### src/sv/tlvd_pkg.sv
`default_nettype none
package tlvd_pkg;

    localparam int TLVD_Q_DEPTH = 4;
    localparam int TLVD_Q_AW    = $clog2(TLVD_Q_DEPTH);
    localparam int TLVD_Q_CW    = $clog2(TLVD_Q_DEPTH + 1);

    localparam logic [7:0] LONG_LEN_MIN = 8'h81;
    localparam logic [7:0] LONG_LEN_MAX = 8'h84;

    // one command from the parser to the emitter
    typedef struct packed {
        logic       clr;    // forget the last element before this command
        logic       empty;  // zero-length record, may be dropped
        logic [7:0] tag;
        logic [7:0] data;
        logic       last;
    } t_cmd;

endpackage
`default_nettype wire

### src/sv/tlvd_ifs.sv
`default_nettype none
interface tlvd_in_if;
    logic       valid;
    logic       ready;
    logic [7:0] in_byte;
    logic       start_message;

    modport source (output valid, output in_byte, output start_message, input ready);
    modport sink   (input valid, input in_byte, input start_message, output ready);
endinterface

interface tlvd_out_if;
    logic       valid;
    logic       ready;
    logic [7:0] out_tag;
    logic [7:0] out_byte;
    logic       out_new_element;
    logic       out_empty_element;
    logic       out_record_end;

    modport source (output valid, output out_tag, output out_byte, output out_new_element,
                    output out_empty_element, output out_record_end, input ready);
    modport sink   (input valid, input out_tag, input out_byte, input out_new_element,
                    input out_empty_element, input out_record_end, output ready);
endinterface
`default_nettype wire

### src/sv/tlvd_front.sv
`default_nettype none
module tlvd_front #(
    parameter int LENGTH_WIDTH = 32
) (
    input  wire logic          i_clk,
    input  wire logic          i_rst_n,
    input  wire logic          i_cfg_we,
    input  wire logic          i_cfg_wdata,
    input  wire logic          i_accept,
    input  wire logic [7:0]    i_byte,
    input  wire logic          i_start,
    output logic               o_push,
    output tlvd_pkg::t_cmd     o_cmd
);
    import tlvd_pkg::*;

    localparam logic [1:0] PH_TAG     = 2'd0;
    localparam logic [1:0] PH_LEN     = 2'd1;
    localparam logic [1:0] PH_LONGLEN = 2'd2;
    localparam logic [1:0] PH_VALUE   = 2'd3;

    logic                    r_ber;
    logic [1:0]              r_phase, n_phase;
    logic [7:0]              r_tag, n_tag;
    logic [LENGTH_WIDTH-1:0] r_left, n_left;
    logic [2:0]              r_lbl, n_lbl;
    logic                    r_clr_pend, n_clr_pend;
    logic [1:0]              phase_eff;
    logic [LENGTH_WIDTH+7:0] shl;
    logic                    push;
    logic                    push_empty;

    assign shl = {r_left, i_byte};

    always_comb begin
        phase_eff  = i_start ? PH_TAG : r_phase;
        n_phase    = r_phase;
        n_tag      = r_tag;
        n_left     = i_start ? '0 : r_left;
        n_lbl      = i_start ? 3'd0 : r_lbl;
        push       = 1'b0;
        push_empty = 1'b0;
        case (phase_eff)
            PH_TAG: begin
                n_tag   = i_byte;
                n_phase = PH_LEN;
            end
            PH_LEN: begin
                if (i_byte == 8'h00) begin
                    push       = 1'b1;
                    push_empty = 1'b1;
                    n_phase    = PH_TAG;
                end else if (r_ber && (i_byte inside {[LONG_LEN_MIN:LONG_LEN_MAX]})) begin
                    n_lbl   = i_byte[2:0];
                    n_left  = '0;
                    n_phase = PH_LONGLEN;
                end else begin
                    n_left  = LENGTH_WIDTH'(i_byte);
                    n_phase = PH_VALUE;
                end
            end
            PH_LONGLEN: begin
                n_left = shl[LENGTH_WIDTH-1:0];
                if (r_lbl != 3'd0) begin
                    n_lbl = r_lbl - 3'd1;
                end
                if (n_lbl == 3'd0) begin
                    if (n_left == '0) begin
                        push       = 1'b1;
                        push_empty = 1'b1;
                        n_phase    = PH_TAG;
                    end else begin
                        n_phase = PH_VALUE;
                    end
                end
            end
            default: begin
                push = 1'b1;
                if (r_left != '0) begin
                    n_left = r_left - LENGTH_WIDTH'(1);
                end
                if (n_left == '0) begin
                    n_phase = PH_TAG;
                end
            end
        endcase
    end

    // a start beat never pushes, so its clear rides on the next command
    always_comb begin
        n_clr_pend = r_clr_pend;
        if (i_accept) begin
            if (i_start) begin
                n_clr_pend = 1'b1;
            end else if (push) begin
                n_clr_pend = 1'b0;
            end
        end
    end

    assign o_push      = i_accept && push;
    assign o_cmd.clr   = r_clr_pend;
    assign o_cmd.empty = push_empty;
    assign o_cmd.tag   = r_tag;
    assign o_cmd.data  = push_empty ? 8'h00 : i_byte;
    assign o_cmd.last  = push_empty || (r_left <= LENGTH_WIDTH'(1));

    always_ff @(posedge i_clk) begin
        if (!i_rst_n) begin
            r_ber      <= 1'b0;
            r_phase    <= PH_TAG;
            r_tag      <= 8'h00;
            r_left     <= '0;
            r_lbl      <= 3'd0;
            r_clr_pend <= 1'b0;
        end else begin
            if (i_cfg_we) begin
                r_ber <= i_cfg_wdata;
            end
            r_clr_pend <= n_clr_pend;
            if (i_accept) begin
                r_phase <= n_phase;
                r_tag   <= n_tag;
                r_left  <= n_left;
                r_lbl   <= n_lbl;
            end
        end
    end

endmodule
`default_nettype wire

### src/sv/tlvd_cmd_fifo.sv
`default_nettype none
module tlvd_cmd_fifo (
    input  wire logic          i_clk,
    input  wire logic          i_rst_n,
    input  wire logic          i_push,
    input  wire tlvd_pkg::t_cmd i_cmd,
    output logic               o_ready,
    output logic               o_valid,
    output tlvd_pkg::t_cmd     o_cmd,
    input  wire logic          i_pop
);
    import tlvd_pkg::*;

    t_cmd                 r_mem [TLVD_Q_DEPTH];
    logic [TLVD_Q_AW-1:0] r_wptr;
    logic [TLVD_Q_AW-1:0] r_rptr;
    logic [TLVD_Q_CW-1:0] r_count;
    logic                 do_push;
    logic                 do_pop;

    assign o_ready = (r_count < TLVD_Q_CW'(TLVD_Q_DEPTH));
    assign o_valid = (r_count != '0);
    assign o_cmd   = r_mem[r_rptr];
    assign do_push = i_push && o_ready;
    assign do_pop  = i_pop && o_valid;

    always_ff @(posedge i_clk) begin
        if (do_push) begin
            r_mem[r_wptr] <= i_cmd;
        end
    end

    always_ff @(posedge i_clk) begin
        if (!i_rst_n) begin
            r_wptr  <= '0;
            r_rptr  <= '0;
            r_count <= '0;
        end else begin
            if (do_push) begin
                r_wptr <= r_wptr + TLVD_Q_AW'(1);
            end
            if (do_pop) begin
                r_rptr <= r_rptr + TLVD_Q_AW'(1);
            end
            case ({do_push, do_pop})
                2'b10:   r_count <= r_count + TLVD_Q_CW'(1);
                2'b01:   r_count <= r_count - TLVD_Q_CW'(1);
                default: r_count <= r_count;
            endcase
        end
    end

endmodule
`default_nettype wire

### src/sv/tlvd_back.sv
`default_nettype none
module tlvd_back (
    input  wire logic          i_clk,
    input  wire logic          i_rst_n,
    input  wire logic          i_cmd_valid,
    input  wire tlvd_pkg::t_cmd i_cmd,
    output logic               o_cmd_pop,
    output logic               o_valid,
    input  wire logic          i_ready,
    output logic [7:0]         o_tag,
    output logic [7:0]         o_byte,
    output logic               o_new_element,
    output logic               o_empty_element,
    output logic               o_record_end
);
    import tlvd_pkg::*;

    logic       r_valid;
    logic [7:0] r_prev_tag;
    logic       r_prev_valid;
    logic       take;
    logic       match;
    logic       emit;

    assign take      = !r_valid || i_ready;
    assign o_cmd_pop = i_cmd_valid && take;
    assign match     = !i_cmd.clr && r_prev_valid && (r_prev_tag == i_cmd.tag);
    // zero-length record on the current element's tag produces nothing
    assign emit      = !(i_cmd.empty && match);
    assign o_valid   = r_valid;

    always_ff @(posedge i_clk) begin
        if (!i_rst_n) begin
            r_valid      <= 1'b0;
            r_prev_tag   <= 8'h00;
            r_prev_valid <= 1'b0;
        end else begin
            if (take) begin
                r_valid <= o_cmd_pop && emit;
            end
            if (o_cmd_pop) begin
                r_prev_tag   <= i_cmd.tag;
                r_prev_valid <= 1'b1;
            end
        end
    end

    always_ff @(posedge i_clk) begin
        if (o_cmd_pop) begin
            o_tag           <= i_cmd.tag;
            o_byte          <= i_cmd.data;
            o_new_element   <= !match;
            o_empty_element <= i_cmd.empty;
            o_record_end    <= i_cmd.last;
        end
    end

endmodule
`default_nettype wire

### src/sv/tlv_record_deframer_unit.sv
`default_nettype none
// TLV record deframer.
// i_in carries one stream byte per beat (in_byte, start_message); start_message
// drops any partial record and the merge memory, and its byte is taken as a tag.
// o_out carries one result per value byte, plus one empty-element result for a
// zero-length record whose tag differs from the last element's tag.
// i_cfg_we / i_cfg_wdata write ber_enable (long-form lengths 0x81..0x84).
// Throughput: one input beat per cycle, sustained, with o_out.ready held high.
// A value byte passes the command queue, then the emitter's output register.
// The parser and emitter are joined by a 4-entry command queue; i_in.ready
// depends only on queue occupancy, so a stall on o_out holds the output
// register and backs the queue up; input stops after 4 queued commands. Tag,
// length, long-length beats push only for an empty record and flow until then.
// Reset (synchronous, active low) empties the queue and output, clears
// ber_enable and returns the parser to expecting a tag with no last element.
module tlv_record_deframer_unit #(
    parameter int LENGTH_WIDTH = 32
) (
    input  wire logic    i_clk,
    input  wire logic    i_rst_n,
    input  wire logic    i_cfg_we,
    input  wire logic    i_cfg_wdata,
    tlvd_in_if.sink      i_in,
    tlvd_out_if.source   o_out
);
    import tlvd_pkg::*;

    t_cmd front_cmd;
    t_cmd head_cmd;
    logic front_push;
    logic q_ready;
    logic q_valid;
    logic q_pop;
    logic in_accept;

    assign i_in.ready = q_ready;
    assign in_accept  = i_in.valid && q_ready;

    tlvd_front #(
        .LENGTH_WIDTH (LENGTH_WIDTH)
    ) u_front (
        .i_clk       (i_clk),
        .i_rst_n     (i_rst_n),
        .i_cfg_we    (i_cfg_we),
        .i_cfg_wdata (i_cfg_wdata),
        .i_accept    (in_accept),
        .i_byte      (i_in.in_byte),
        .i_start     (i_in.start_message),
        .o_push      (front_push),
        .o_cmd       (front_cmd)
    );

    tlvd_cmd_fifo u_queue (
        .i_clk   (i_clk),
        .i_rst_n (i_rst_n),
        .i_push  (front_push),
        .i_cmd   (front_cmd),
        .o_ready (q_ready),
        .o_valid (q_valid),
        .o_cmd   (head_cmd),
        .i_pop   (q_pop)
    );

    tlvd_back u_back (
        .i_clk           (i_clk),
        .i_rst_n         (i_rst_n),
        .i_cmd_valid     (q_valid),
        .i_cmd           (head_cmd),
        .o_cmd_pop       (q_pop),
        .o_valid         (o_out.valid),
        .i_ready         (o_out.ready),
        .o_tag           (o_out.out_tag),
        .o_byte          (o_out.out_byte),
        .o_new_element   (o_out.out_new_element),
        .o_empty_element (o_out.out_empty_element),
        .o_record_end    (o_out.out_record_end)
    );

endmodule
`default_nettype wire

### src/flat_wrapper.sv
// flat-port wrapper written by rule: the top's interface ports become plain ports
module tlv_record_deframer_unit_flat import tlvd_pkg::*;
#(
    parameter int LENGTH_WIDTH = 32
)
  (i_clk, i_rst_n, i_cfg_we, i_cfg_wdata, i_in_valid, i_in_in_byte, i_in_start_message, i_in_ready, o_out_valid, o_out_out_tag, o_out_out_byte, o_out_out_new_element, o_out_out_empty_element, o_out_out_record_end, o_out_ready);
  tlvd_in_if i_in_i ();
  tlvd_out_if o_out_i ();
  input  wire logic i_clk;
  input  wire logic i_rst_n;
  input  wire logic i_cfg_we;
  input  wire logic i_cfg_wdata;
  input wire logic [$bits(i_in_i.valid)-1:0] i_in_valid;
  input wire logic [$bits(i_in_i.in_byte)-1:0] i_in_in_byte;
  input wire logic [$bits(i_in_i.start_message)-1:0] i_in_start_message;
  output wire logic [$bits(i_in_i.ready)-1:0] i_in_ready;
  output wire logic [$bits(o_out_i.valid)-1:0] o_out_valid;
  output wire logic [$bits(o_out_i.out_tag)-1:0] o_out_out_tag;
  output wire logic [$bits(o_out_i.out_byte)-1:0] o_out_out_byte;
  output wire logic [$bits(o_out_i.out_new_element)-1:0] o_out_out_new_element;
  output wire logic [$bits(o_out_i.out_empty_element)-1:0] o_out_out_empty_element;
  output wire logic [$bits(o_out_i.out_record_end)-1:0] o_out_out_record_end;
  input wire logic [$bits(o_out_i.ready)-1:0] o_out_ready;
  assign i_in_i.valid = i_in_valid;
  assign i_in_i.in_byte = i_in_in_byte;
  assign i_in_i.start_message = i_in_start_message;
  assign i_in_ready = i_in_i.ready;
  assign o_out_valid = o_out_i.valid;
  assign o_out_out_tag = o_out_i.out_tag;
  assign o_out_out_byte = o_out_i.out_byte;
  assign o_out_out_new_element = o_out_i.out_new_element;
  assign o_out_out_empty_element = o_out_i.out_empty_element;
  assign o_out_out_record_end = o_out_i.out_record_end;
  assign o_out_i.ready = o_out_ready;
  tlv_record_deframer_unit #(.LENGTH_WIDTH(LENGTH_WIDTH)) u_core (.i_clk(i_clk), .i_rst_n(i_rst_n), .i_cfg_we(i_cfg_we), .i_cfg_wdata(i_cfg_wdata), .i_in(i_in_i), .o_out(o_out_i));
endmodule
### config.mk
export PLATFORM = sky130hd
export DESIGN_NAME = tlv_record_deframer_unit_flat
export DESIGN_NICKNAME = d
export VERILOG_FILES = /design/src/sv/tlvd_pkg.sv /design/src/sv/tlvd_ifs.sv /design/src/sv/tlvd_front.sv /design/src/sv/tlvd_cmd_fifo.sv /design/src/sv/tlvd_back.sv /design/src/sv/tlv_record_deframer_unit.sv /design/src/flat_wrapper.sv
export SDC_FILE = /design/constraint.sdc
export NUM_CORES = 1
export LEC_CHECK = 0
export BUFFER_PORTS_ARGS = -buffer_cell sky130_fd_sc_hd__buf_2
export CAP_MARGIN = 20
export CORE_ASPECT_RATIO = 0.6
export CORE_MARGIN = 8
export CORE_UTILIZATION = 35
export CTS_CLUSTER_SIZE = 8
export DETAILED_ROUTE_END_ITERATION = 6
export PLACE_DENSITY_LB_ADDON = 0.2
export SLEW_MARGIN = 25
export SYNTH_ARGS = -nofsm -noshare
export SYNTH_HDL_FRONTEND = slang
export SYNTH_SLANG_ARGS = --single-unit
### constraint.sdc
create_clock -name i_clk -period 4.3 [get_ports i_clk]
set_clock_uncertainty 0.2 [all_clocks]
set_input_delay 0.43 -clock i_clk [delete_from_list [all_inputs] [get_ports i_clk]]
set_output_delay 0.43 -clock i_clk [all_outputs]
set_load 0.02 [all_outputs]
==> qor.yml, run 1 <==
timing.final.crit_period_ns: 3.91
yosys_most_used_dff: "edfxtp_1"
antenna_found_initial: 1
powerDensity_nw_per_um2: 586
grt_pass1_wl_mm: 33.8
relSlewSlack_pct: 30.7
cap_violations: 0
die_h_um: 132
required_ns: 4.42
max_freq_mhz: 256
synth_fa_ha_area_share_pct: 2.33
timing.setup.tns_ns: 0
cts_tree: "yes"
routed_wl_mm: 21.7
root_buffer: "clkbuf_16"
drive_gt1_share_pct: 18.0
drtIter0Drc: 547
clk_pin_slew_ns: 0.07
placed_cell_area_sq_um: 8340
synthMuxAreaShare_pct: 7.58
fin_crit_sh_pct: 90.9
num_rows: 42
grt.overflow.total: 0
core_sq_um: 22000
synth_top_cell_area_share_pct: 36.5
drc: 0
viasPerCell: 5.78
yosysWarningCount: 0
slew_viol_final: 0
syn2layout_area_growth_pct: 13.6
die_area_sq_um: 27600
p_leak_nw: 3.13
num_vias: 6033
worstPathArrival_ns: 4.02
chipWidth_um: 209
yosysSeqAreaShare_pct: 53.4
timing_hold_violations_final: 0
clkLatencyLatePin_ns: 0.43
synth_edf_count: 95
synth_top_family_by_area: "simple AND/OR/NAND/NOR gates"
most-common-layout-cells: "edfxtp_1, dfxtp_1, nor2_1"
syn_avg_cell_area_sq_um: 10.9
cts_max_level: 4
grt_max_degree: 58
port_buffers: 35
drtAntennaViolNets: 0
drt_first_pass_iters: 5
cts_buffers: 17
wl_per_cell_um: 20.8
stdcell_area_sq_um: 8890
preCtsSetupSlack_ns: 0.501
final_common_cell: "edfxtp_1"
synth_seq_cells: 161
post_cts_buffers: 0
hold_buffers: 0
cts_sinks: 161
path_class: "flop to flop"
synthesis.nets: 747
synthesis.instances: 718
status: "finished, final reports clean"
start_util_pct: 35.5
worst_slack_ns: 0.392
netlist_top_cells_area: "edfxtp_1, dfxtp_1, mux4_2"
crit_path_end_kind: "flop"
synth_top_cell_by_area: "edfxtp_1"
syn_area_sq_um: 7820
track_usage_pct: 15.7
setup_viol: 0
synth-compound-area-share_pct: 14.6
gp_congestion: 0.896
grt_setup_unrepaired: "false"
ys_types: 70
cp_max_fo: 10
worst_slew_pin_slew_ns: 1.03
async_flop_share_pct: 0
critPathLaunchType: "flop"
clock_path_buffers: 2
cts_resized: 0
ios: 36
place_hpwl_mm: 15.0
hold_class: "input pin to flop"
first_global_vias: 5844
num-nets-final: 773
synth-xor-area-share_pct: 2.35
synthSimpleGateAreaFrac_pct: 15.8
max-vdd-ir-drop_uv: 297
synthesized netlist by cell type (16+ instances only):
master,instances
a21oi_1,48
clkbuf_1,46
dfxtp_1,66
edfxtp_1,95
inv_1,21
mux4_2,19
nand2_1,50
nand3_1,18
nor2_1,64
nor3_1,28
nor4_1,16
o21ai_0,33
power by group:
part | switching, mW | internal [mW] | total, mW | leakage (nW)
Clock | 0.656 | 0.769 | 1.43 | 0.267
Sequential | 0.158 | 1.88 | 2.04 | 1.41
Combinational | 1.11 | 0.643 | 1.75 | 1.46
sequential cells by signal, indices dropped and copies added, names as in the netlist, 2 cells and up, named ones only:
| signal | cells |
|---|---|
| u_core.u_front.r_lbl | 3 |
| u_core.u_back.o_tag | 8 |
| u_core.u_front.r_tag | 8 |
| u_core.u_front.r_phase | 2 |
| u_core.u_front.r_left | 32 |
| u_core.u_back.o_byte | 8 |
| u_core.u_queue.r_count | 3 |
| u_core.u_back.r_prev_tag | 8 |
| u_core.u_queue.r_mem | 76 |
| u_core.u_queue.r_rptr | 2 |
| u_core.u_queue.r_wptr | 2 |
per-layer routing:
metal | up-vias | global-route usage [%] | part of all wire, %
met4 | 0 | 4.41 | 1.1
met2 | 240 | 20.3 | 39
li1 | 2792 | - | -
met5 | - | 0 | 0
met1 | 2981 | 24.1 | 51
met3 | 20 | 4.80 | 8.1
per-stage QoR:
step,hold slack [ns],util [%],total power [mW],instances
after floorplan,0.241,-,3.26,718
final,0.0414,40.4,5.21,1044
after global routing,0.0724,40.4,5.48,1044
after detailed placement,0.265,37.9,3.80,1011
after global placement,0.252,37.9,3.77,1011
after CTS,0.0331,40.4,5.22,1043
critical path: stages, from the launching register on:
cell      delay, ns
dfxtp_1        0.30
buf_4          0.16
nor4_1         0.74
nand4_1        0.62
o311ai_0       0.73
xor2_1         0.31
nor4b_1        0.46
a21oi_1        0.12
nand3b_1       0.17
cell families (layout without fill, tap and decap cells):
group,count (synthesis),after routing
AND/OR/NAND/NOR,240,240
AO/OA/AOI/OAI,171,171
flip-flops,161,161
buffers and inverters,76,115
multiplexers,35,35
XOR/XNOR,21,21
adder cells (fa/ha/maj),14,14
other,0,1
path summary, 6_finish.rpt:
kind | from | slack (ns) | to | depth (start not counted)
worst max-delay path | u_core.u_front.r_left[19] | 0.39 | u_core.u_front.r_phase[1] | 8
worst min register to register | u_core.u_front.r_tag[7] | 0.30 | u_core.u_queue.r_mem[2][16] | 0
worst min-delay path | i_cfg_wdata | 0.04 | u_core.u_front.r_ber | 3
worst max register to register | u_core.u_front.r_left[19] | 0.39 | u_core.u_front.r_phase[1] | 8
cell type report:
class / instances / area, sq um
Inverter: 22 / 82.6
Multi-Input combinational cell: 481 / 3350
Antenna cell: 1 / 2.50
Clock inverter: 12 / 98.8
Clock buffer: 20 / 447
Sequential cell: 161 / 4180
Tap cell: 286 / 358
Timing Repair Buffer: 61 / 370
Fill cell: 2090 / 13100
Note: power is estimated with default switching activity, not from simulation.
==> run 2: changes to the inputs <==
--- a/config.mk
+++ b/config.mk
@@ -9,10 +9,10 @@
 export CAP_MARGIN = 20
 export CORE_ASPECT_RATIO = 0.6
 export CORE_MARGIN = 8
-export CORE_UTILIZATION = 35
+export CORE_UTILIZATION = 62
 export CTS_CLUSTER_SIZE = 8
 export DETAILED_ROUTE_END_ITERATION = 6
-export PLACE_DENSITY_LB_ADDON = 0.2
+export PLACE_DENSITY = 0.88
 export SLEW_MARGIN = 25
 export SYNTH_ARGS = -nofsm -noshare
 export SYNTH_HDL_FRONTEND = slang
==> qor.yml, run 2 (same netlist as run 1, synthesis figures left out) <==
status: "finished, violations left"
failed_checks: "DRC"
worst_slew_pin_slew_ns: 1.01  # -0.0234 ns
cts_tree: "yes"
final_common_cell: "edfxtp_1"
p_leak_nw: 3.17  # +1.2%
wl_per_cell_um: 23.9  # +15%
drt_first_pass_iters: 7  # +2
num_rows: 31  # -26%
top_register: "u_core.u_queue.r_mem"
die_h_um: 103  # -22%
crit_buf_inv: 2  # +1
worstPathArrival_ns: 4.15  # +0.13 ns
grt_pass1_wl_mm: 33.8  # unchanged
grt.overflow.total: 0  # unchanged
drc: 4  # +4
path_class: "flop to flop"
core_sq_um: 12200  # -45%
cts_sinks: 161  # unchanged
placed_cell_area_sq_um: 8210  # -1.5%
place_hpwl_mm: 14.5  # -3.0%
cts_resized: 0  # unchanged
slew_viol_final: 0  # unchanged
clkLatencyLatePin_ns: 0.43  # about the same
chipWidth_um: 161  # -23%
whs_path_depth: 3  # unchanged
syn2layout_area_growth_pct: 12.5
cpLargestDelayFamily: "simple AND/OR/NAND/NOR gates"
cts_buffers: 17  # unchanged
fin_crit_sh_pct: 94.2  # +3.3 points
drtAntennaViolNets: 0  # unchanged
setup_viol: 0  # unchanged
num-nets-final: 776  # +0.39%
rr_worst_depth: 10  # +2
largest_reg_flops: 76  # unchanged
root_buffer: "clkbuf_16"
crit_cells: 10  # +2
drtIter0Drc: 1108  # +100%
cp_max_fo: 10  # unchanged
cts_max_level: 4  # unchanged
start_util_pct: 64.2  # +29 points
powerDensity_nw_per_um2: 605  # +3.1%
drive_gt1_share_pct: 18.4  # +0.46 points
max-vdd-ir-drop_uv: 417  # +40%
port_buffers: 35  # unchanged
timing.final.crit_period_ns: 4.05  # +0.143 ns
viasPerCell: 7.13  # +23%
required_ns: 4.40  # -0.02 ns
num_vias: 6594  # +9.3%
stdcell_area_sq_um: 8800  # -0.94%
relSlewSlack_pct: 32.6  # +1.8 points
clock_path_buffers: 2  # unchanged
grt_setup_unrepaired: "false"
fin_total_pwr_mw: 5.32  # +2.1%
diodes: 0  # -1
first_global_vias: 6164  # +5.5%
nFillCells: 756  # -64%
track_usage_pct: 26.5  # +11 points
ios: 36  # unchanged
cap_violations: 0  # unchanged
antenna_found_initial: 0  # -1
grt_max_degree: 63  # +8.6%
routed_wl_mm: 22.1  # +1.8%
crit_path_end_kind: "flop"
critPathLaunchType: "flop"
most-common-layout-cells: "edfxtp_1, dfxtp_1, nor2_1"
timing.setup.tns_ns: 0  # unchanged
gp_congestion: 0.968  # +8.0%
timing_hold_violations_final: 0  # unchanged
die_area_sq_um: 16600  # -40%
critical_path.cell_chain: "inv_1 > ha_1 > or3b_2 > or3_1 > buf_4 > o311ai_0 > xor2_1 > nor4b_1 > a21oi_1 > nand3b_1"
post_cts_buffers: 0  # unchanged
cp_slowest_stage_delay_ns: 0.54  # -0.20 ns
reg.largest.list: "u_core.u_queue.r_mem x76, u_core.u_front.r_left x32"
hold_buffers: 0  # unchanged
max_freq_mhz: 247  # -3.5%
crit_path_top_delay_cell: "o311ai_0"
hold_class: "input pin to flop"
clk_pin_slew_ns: 0.07  # about the same
-- run 2: cell types whose count changed in the layout (fill, tap and decap cells not counted), sizes merged --
| cell | previous run | this run |
|---|---|---|
| clkinvlp | 2 | 1 |
| buf | 61 | 64 |
| clkbuf | 20 | 17 |
| clkinv | 2 | 6 |
| diode | 1 | 0 |
-- run 2: tightest hold or removal path: cells and delay by family --
family | cells | cell delay, ns
AND/OR/NAND/NOR | 1 | 0.07
multiplexers | 1 | 0.06
buffers and inverters | 1 | 0.07
-- run 2: report_power, final --
part           switching, mW  internal (mW)  total, mW
sequential             0.158           1.88       2.04
clock                  0.709          0.780       1.49
combinational           1.15          0.645       1.80
total                   2.02           3.30       5.32
-- run 2: final cells by class --
class,instances,area (sq um),share of cell area (%)
repair buffers,64,393,4.46
flip-flops and latches,161,4170,47.4
clock inverters,15,166,1.89
multi-input cells,481,3350,38.1
well taps,165,206,2.34
clock buffers,17,425,4.83
inverters,22,85.1,0.966
-- run 2: worst paths after layout --
kind	from	end	slack, ns
min	i_cfg_wdata	u_core.u_front.r_ber	0.04
max	u_core.u_front.r_left[0]	u_core.u_front.r_phase[1]	0.25
max reg2reg	u_core.u_front.r_left[0]	u_core.u_front.r_phase[1]	0.25
min reg2reg	u_core.u_front.r_tag[5]	u_core.u_front.r_tag[5]	0.31
-- run 2: metal layers --
layer / wire length (um) / global-route usage (%) / vias up
met1: 8690 / 36.3 / 3087
met2: 9500 / 38.7 / 603
met4: 759 / 10.4 / 0
met5: 0 / 0 / -
met3: 3150 / 8.13 / 107
li1: - / - / 2797
-- run 2: stage by stage --
step	util, %	hold WS [ns]	instances	worst slack, ns
3_5_place_dp	67.4	0.286	893	0.388
5_1_grt	72.3	0.101	925	0.0985
6_report	72.3	0.0389	925	0.249
2_1_floorplan	-	0.241	718	0.625
3_3_place_gp	67.4	0.254	893	0.557
4_1_cts	72.3	0.0320	925	0.360
